[config.mk]
export PLATFORM = sky130hd
export DESIGN_NAME = quadrature_decoder_velocity_core
export DESIGN_NICKNAME = d
export VERILOG_FILES = /design/src/hdl/qdv_pkg.sv /design/src/hdl/quadrature_decoder_velocity_core.sv
export SDC_FILE = /design/constraint.sdc
export NUM_CORES = 1
export LEC_CHECK = 0
export BUFFER_PORTS_ARGS = -buffer_cell sky130_fd_sc_hd__buf_2
export CAP_MARGIN = 20
export CELL_PAD_IN_SITES_DETAIL_PLACEMENT = 0
export CELL_PAD_IN_SITES_GLOBAL_PLACEMENT = 1
export CORE_ASPECT_RATIO = 0.7
export CORE_UTILIZATION = 30
export DETAILED_ROUTE_END_ITERATION = 12
export GPL_ROUTABILITY_DRIVEN = 0
export PLACE_DENSITY = 0.59
export SLEW_MARGIN = 15
export SYNTH_ARGS = -nofsm -noshare
export SYNTH_HDL_FRONTEND = slang
export SYNTH_SLANG_ARGS = --single-unit
[constraint.sdc]
create_clock -name clk -period 8.4 [get_ports clk]
set_input_delay 1.68 -clock clk [delete_from_list [all_inputs] [get_ports clk]]
set_output_delay 1.68 -clock clk [all_outputs]
set_load 0.01 [all_outputs]
[src/hdl/qdv_pkg.sv]
// shared types and constants for the quadrature decoder velocity core
`default_nettype none

package qdv_pkg;

    // item operation codes
    typedef enum logic [1:0] {
        OP_EDGE_A = 2'd0,
        OP_EDGE_B = 2'd1,
        OP_QUERY  = 2'd2,
        OP_RESET  = 2'd3
    } op_t;

    // sequencer states
    typedef enum logic [1:0] {
        ST_IDLE,
        ST_MUL,
        ST_DIV,
        ST_DONE
    } state_t;

    localparam int unsigned CNT_W   = 32;
    localparam int unsigned SCALE_W = 20;
    // |delta| * 1e6 stays below 2^51
    localparam int unsigned PROD_W  = 51;
    localparam int unsigned STEP_W  = 6;

    localparam logic [SCALE_W-1:0] US_PER_SEC = SCALE_W'(1000000);

    typedef struct packed {
        op_t         opcode;
        logic        level_a;
        logic        level_b;
        logic [31:0] time_us;
    } in_item_t;

    typedef struct packed {
        logic signed [31:0] tick_count;
        logic signed [31:0] velocity;
        logic               velocity_valid;
    } out_item_t;

endpackage

`default_nettype wire

[src/hdl/quadrature_decoder_velocity_core.sv]
// top level: x4 quadrature position counter with velocity estimate
`default_nettype none

// Each input item is an edge on channel A or B, a velocity query or a count
// reset, and every item gives exactly one result item. For edge and reset
// items the result is registered in the cycle after the item is accepted. A
// velocity query with nonzero elapsed time captures the position delta and
// elapsed time, multiplies by 1e6, runs the restoring divider that retires
// one quotient bit per cycle, and then saturates and delivers once the output
// register is free. From the multiply until delivery the input stalls. The
// output register holds a finished result until it is taken, and a new item
// is accepted in the same cycle the old result leaves.
// Velocity is ticks per second, truncated toward zero and saturated to
// signed 32 bits; a query with zero elapsed time returns velocity 0 with
// velocity_valid low and leaves the stored snapshot alone.
module quadrature_decoder_velocity_core
    import qdv_pkg::*;
(
    input  wire logic      clk,
    input  wire logic      rst_n,
    input  wire logic      in_valid,
    output logic           in_stall,
    input  wire in_item_t  in_data,
    output logic           out_valid,
    input  wire logic      out_stall,
    output out_item_t      out_data
);

    state_t state_reg, state_next;

    // architectural state
    logic [CNT_W-1:0] pos_reg, pos_next;
    logic [CNT_W-1:0] snap_cnt_reg, snap_cnt_next;
    logic [CNT_W-1:0] snap_time_reg, snap_time_next;

    // divide datapath
    logic [CNT_W-1:0]  mag_reg, mag_next;
    logic              neg_reg, neg_next;
    logic [CNT_W-1:0]  dt_reg, dt_next;
    logic [PROD_W-1:0] quo_reg, quo_next;
    logic [CNT_W-1:0]  rem_reg, rem_next;
    logic [STEP_W-1:0] step_reg, step_next;

    // output register
    logic      out_valid_reg, out_valid_next;
    out_item_t out_data_reg, out_data_next;

    logic in_fire;
    logic out_fire;
    logic out_free;

    logic [CNT_W-1:0] dt_now;
    logic [CNT_W-1:0] delta_now;
    logic             same_lvl;

    logic [CNT_W+SCALE_W-1:0] prod;
    logic [CNT_W:0]           rem_shift;
    logic [CNT_W+1:0]         trial;
    logic [CNT_W-1:0]         vel_sat;
    logic                     div_last;

    assign out_free  = !out_valid_reg || !out_stall;
    assign in_stall  = (state_reg != ST_IDLE) || !out_free;
    assign in_fire   = in_valid && !in_stall;
    assign out_fire  = out_valid_reg && !out_stall;
    assign out_valid = out_valid_reg;
    assign out_data  = out_data_reg;

    assign dt_now    = in_data.time_us - snap_time_reg;
    assign delta_now = pos_reg - snap_cnt_reg;
    assign same_lvl  = (in_data.level_a == in_data.level_b);

    // one multiply per query, registered before the divider
    assign prod = {{SCALE_W{1'b0}}, mag_reg} * {{CNT_W{1'b0}}, US_PER_SEC};

    // restoring divide step: shift in the next dividend bit, try subtract
    assign rem_shift = {rem_reg, quo_reg[PROD_W-1]};
    assign trial     = {1'b0, rem_shift} - {2'b00, dt_reg};
    assign div_last  = (step_reg == STEP_W'(PROD_W - 1));

    // saturate the magnitude quotient and restore the sign
    always_comb
    begin
        if (!neg_reg)
        begin
            if (|quo_reg[PROD_W-1:CNT_W-1])
                vel_sat = {1'b0, {(CNT_W-1){1'b1}}};
            else
                vel_sat = quo_reg[CNT_W-1:0];
        end
        else
        begin
            // beyond 2^31 clips to the most negative value
            if ((|quo_reg[PROD_W-1:CNT_W]) || (quo_reg[CNT_W-1] && |quo_reg[CNT_W-2:0]))
                vel_sat = {1'b1, {(CNT_W-1){1'b0}}};
            else
                vel_sat = CNT_W'(0) - quo_reg[CNT_W-1:0];
        end
    end

    // next state
    always_comb
    begin
        state_next = state_reg;
        case (state_reg)
            ST_IDLE:
            begin
                if (in_fire && in_data.opcode == OP_QUERY && dt_now != '0)
                    state_next = ST_MUL;
            end
            ST_MUL:
                state_next = ST_DIV;
            ST_DIV:
            begin
                if (div_last)
                    state_next = ST_DONE;
            end
            ST_DONE:
            begin
                if (out_free)
                    state_next = ST_IDLE;
            end
            default:
                state_next = ST_IDLE;
        endcase
    end

    // datapath and result outputs
    always_comb
    begin
        pos_next       = pos_reg;
        snap_cnt_next  = snap_cnt_reg;
        snap_time_next = snap_time_reg;
        mag_next       = mag_reg;
        neg_next       = neg_reg;
        dt_next        = dt_reg;
        quo_next       = quo_reg;
        rem_next       = rem_reg;
        step_next      = step_reg;
        out_data_next  = out_data_reg;
        out_valid_next = out_fire ? 1'b0 : out_valid_reg;

        case (state_reg)
            ST_IDLE:
            begin
                if (in_fire)
                begin
                    out_data_next.velocity       = '0;
                    out_data_next.velocity_valid = 1'b0;
                    out_valid_next               = 1'b1;
                    case (in_data.opcode)
                        OP_EDGE_A:
                            pos_next = same_lvl ? pos_reg - CNT_W'(1) : pos_reg + CNT_W'(1);
                        OP_EDGE_B:
                            pos_next = same_lvl ? pos_reg + CNT_W'(1) : pos_reg - CNT_W'(1);
                        OP_QUERY:
                        begin
                            if (dt_now != '0)
                            begin
                                // result comes out of the divider later
                                out_valid_next = out_fire ? 1'b0 : out_valid_reg;
                                neg_next       = delta_now[CNT_W-1];
                                mag_next       = delta_now[CNT_W-1] ?
                                                 CNT_W'(0) - delta_now : delta_now;
                                dt_next        = dt_now;
                                snap_cnt_next  = pos_reg;
                                snap_time_next = in_data.time_us;
                            end
                        end
                        OP_RESET:
                        begin
                            pos_next       = '0;
                            snap_cnt_next  = '0;
                            snap_time_next = in_data.time_us;
                        end
                        default:
                            pos_next = pos_reg;
                    endcase
                    out_data_next.tick_count = pos_next;
                end
            end
            ST_MUL:
            begin
                quo_next  = prod[PROD_W-1:0];
                rem_next  = '0;
                step_next = '0;
            end
            ST_DIV:
            begin
                if (!trial[CNT_W+1])
                begin
                    rem_next = trial[CNT_W-1:0];
                    quo_next = {quo_reg[PROD_W-2:0], 1'b1};
                end
                else
                begin
                    rem_next = rem_shift[CNT_W-1:0];
                    quo_next = {quo_reg[PROD_W-2:0], 1'b0};
                end
                step_next = step_reg + STEP_W'(1);
            end
            ST_DONE:
            begin
                if (out_free)
                begin
                    out_data_next.tick_count     = pos_reg;
                    out_data_next.velocity       = vel_sat;
                    out_data_next.velocity_valid = 1'b1;
                    out_valid_next               = 1'b1;
                end
            end
            default:
                out_valid_next = out_valid_reg;
        endcase
    end

    always_ff @(posedge clk or negedge rst_n)
    begin
        if (!rst_n)
        begin
            state_reg     <= ST_IDLE;
            pos_reg       <= '0;
            snap_cnt_reg  <= '0;
            snap_time_reg <= '0;
            out_valid_reg <= 1'b0;
            step_reg      <= '0;
        end
        else
        begin
            state_reg     <= state_next;
            pos_reg       <= pos_next;
            snap_cnt_reg  <= snap_cnt_next;
            snap_time_reg <= snap_time_next;
            out_valid_reg <= out_valid_next;
            step_reg      <= step_next;
        end
    end

    // payload registers, no reset
    always_ff @(posedge clk)
    begin
        mag_reg      <= mag_next;
        neg_reg      <= neg_next;
        dt_reg       <= dt_next;
        quo_reg      <= quo_next;
        rem_reg      <= rem_next;
        out_data_reg <= out_data_next;
    end

endmodule

`default_nettype wire

==> results.json <==
{
  "grt_busiest_layer": "met1",
  "min_period_ns": 6.99,
  "area_growth_pct": 11.2,
  "synth.avg_cell_area_sq_um": 8.77,
  "clock-root-buffer": "clkbuf_16",
  "hold_violations": 0,
  "cpMostUsedCell": "fa_1",
  "power_frac_comb": 0.061,
  "stdcell_count": 4749,
  "initial_utilization": 0.303,
  "vdd_ir_drop_max_mv": 0.131,
  "io_buffers": 106,
  "synth_area_sq_mm": 0.0298,
  "wire_per_inst_um": 18.2,
  "synthTopCellsByArea": "edfxtp_1 (21%), ha_1 (11%), fa_1 (9.3%)",
  "cp.depth": 21,
  "use_met2": 0.239,
  "die_area_sq_mm": 0.101,
  "cts_tree": "done",
  "cts_made_buffers": 40,
  "grt_pass1_vias": 23500,
  "p_leak_nw": 14.7,
  "power_frac_seq": 0.437,
  "vias_per_cell": 5.15,
  "end_kind": "register",
  "max_cap_viol_count": 0,
  "clockBufferDepth": 3,
  "rows": 96,
  "critPathMaxStageDelay_ns": 0.57,
  "largest_register_ffs": 65,
  "power_switching_uw": 917,
  "outcome": "completed",
  "period_share": 0.833,
  "crit_buf_inv": 4,
  "cp_top_family": "adder cells",
  "ant_nets": 0,
  "fin_setup_tns_ns": 0,
  "drv_slew": 0,
  "cp_data_arrival_time_ns": 7.28,
  "hold_path_depth": 2,
  "rr_worst_depth": 21,
  "clock_latency_ns": 0.61,
  "start_kind": "register",
  "critical-path-slowest-cell": "fa_1",
  "intPower_mw": 2.89,
  "synthCells": 3393,
  "synth_fp_nets": 3822,
  "p_clk_frac": 0.502,
  "hp-class": "register to register",
  "async_flop_share": 0.330,
  "synth_ff_type": "edfxtp_1",
  "tightestPinTransition_ns": 1.04,
  "dp_hpwl_mm": 65.1,
  "htreeDepth": 2,
  "skew_ns": 0.0546,
  "synth_edf_count": 213,
  "die_h_um": 266,
  "met3_usage": 0.0239,
  "cts_resized": 0,
  "final_common_cell": "inv_1",
  "path_cells": "inv_1, fa_1, inv_1, fa_1, fa_1, fa_1, ha_1, inv_1, fa_1, inv_1, ha_1, a21o_1, a21o_1, a2111oi_0, o21ai_0, nor4b_1, o41ai_1, a211oi_1, o221ai_1, nand4b_1, o311ai_0",
  "power_density_mw_per_mm2": 115,
  "diodes": 0,
  "path_class": "register to register",
  "yosysSeqAreaShare": 0.303,
  "antenna_found_initial": 2,
  "dr_total_vias": 24400,
  "grt_overflow": 0,
  "first_pass_iters": 5,
  "ys_seq_elements": 318,
  "dpl.cell_count": 4680,
  "num-nets-final": 3828,
  "clock_sinks": 318,
  "cts_setup_buffers": 0,
  "grt_max_degree": 89,
  "rsz0062_at_grt": "false",
  "path_clk_slew_ns": 0.06,
  "grtUsageTotal": 0.172,
  "drc": 0,
  "swShare": 0.241,
  "drive_gt1_frac": 0.0803,
  "drt_iter0_drc": 1620,
  "synth.distinct_cells": 85,
  "use_met1": 0.279,
  "io_pins": 107,
  "worstPathMaxFanout": 6,
  "most-common-layout-cells": "inv_1 (358), nand2_1 (291), ha_1 (248)",
  "grt_first_pass_wirelength_mm": 139,
  "synth_top_area_share": 0.215,
  "setup_violations": 0,
  "core_sq_mm": 0.0981,
  "slew_headroom": 0.305,
  "yosys.area.top_type": "edfxtp_1",
  "fmaxAchievable_mhz": 143,
  "cp.required_ns": 8.69,
  "die_w_um": 379,
  "ctsHoldBuffers": 0,
  "yosysWarningCount": 0,
  "routed_wl_mm": 86.5
}
-- worst min-delay path, cell delays in order (launching register included) --
cell and delay, ns:
dfrtp_1 0.34, nand2_1 0.05, o311ai_1 0.06
-- cells in the mapped netlist, types with 28 or more instances --
library cell	instances
a211oi_1	31
a21o_1	47
a21oi_1	245
a31oi_1	42
and2_1	34
and3_1	55
clkbuf_1	152
dfrtp_1	105
edfxtp_1	213
fa_1	138
ha_1	251
inv_1	358
mux2_2	36
mux2i_1	31
nand2_1	292
nand3_1	140
nand4_1	30
nor2_1	232
nor2b_1	28
nor3_1	106
o21a_1	31
o21ai_0	195
or3_1	56
xnor2_1	89
xor2_1	42
-- power by group through the flow --
stage / registers [mW] / logic, mW / clock network (mW)
2_1_floorplan: 1.70 / 0.144 / 0
3_3_place_gp: 1.70 / 0.233 / 0
3_5_place_dp: 1.70 / 0.232 / 0
4_1_cts: 1.66 / 0.232 / 1.99
5_1_grt: 1.66 / 0.258 / 2.04
6_report: 1.66 / 0.233 / 1.91
-- area by class of cell --
class	instances	area, sq um
inverter	359	1350
fill	10300	65000
clock inverter	20	343
tap	1323	1660
sequential	318	9020
multi-input combinational	2540	18900
clock buffer	49	1080
timing repair buffer	140	803
-- stage by stage --
step | instance area [sq um] | setup WS, ns | power, mW | hold slack [ns] | utilization
6_report | 33100 | 1.41 | 3.81 | 0.482 | 0.337
5_1_grt | 33100 | 0.862 | 3.96 | 0.499 | 0.337
3_5_place_dp | 31700 | 1.41 | 1.93 | 0.474 | 0.323
2_1_floorplan | 29800 | 1.90 | 1.84 | 0.456 | -
3_3_place_gp | 31700 | 1.50 | 1.93 | 0.466 | 0.323
4_1_cts | 33100 | 1.38 | 3.88 | 0.487 | 0.337
-- path summary, 6_finish.rpt --
path                             startpoint                 to  slack, ns
setup / recovery                mag_reg[16]        quo_reg[49]       1.41
hold / removal             snap_cnt_reg[11]   snap_cnt_reg[11]       0.48
setup reg to reg                mag_reg[16]        quo_reg[49]       1.41
hold reg to reg            snap_cnt_reg[11]   snap_cnt_reg[11]       0.48
max in group asynchronous             rst_n        pos_reg[25]       5.87
min in group asynchronous             rst_n  snap_time_reg[14]       1.11
-- layer usage --
layer,wire length (um),part of all wire,vias up
met5,0,0,-
met4,1150,0.013,0
met3,3800,0.044,65
met2,34100,0.39,444
met1,47500,0.55,11700
li1,-,-,12200
-- cells by family after synthesis --
group                      share of synthesized area
and+or+nand+nor                                0.182
AOI/OAI and AO/OA                              0.186
buffers and inverters                         0.0682
adders and majority gates                      0.198
DFF                                            0.303
xor gates and xnor gates                      0.0385
muxes                                         0.0240
Power figures use the tool's default switching activity.
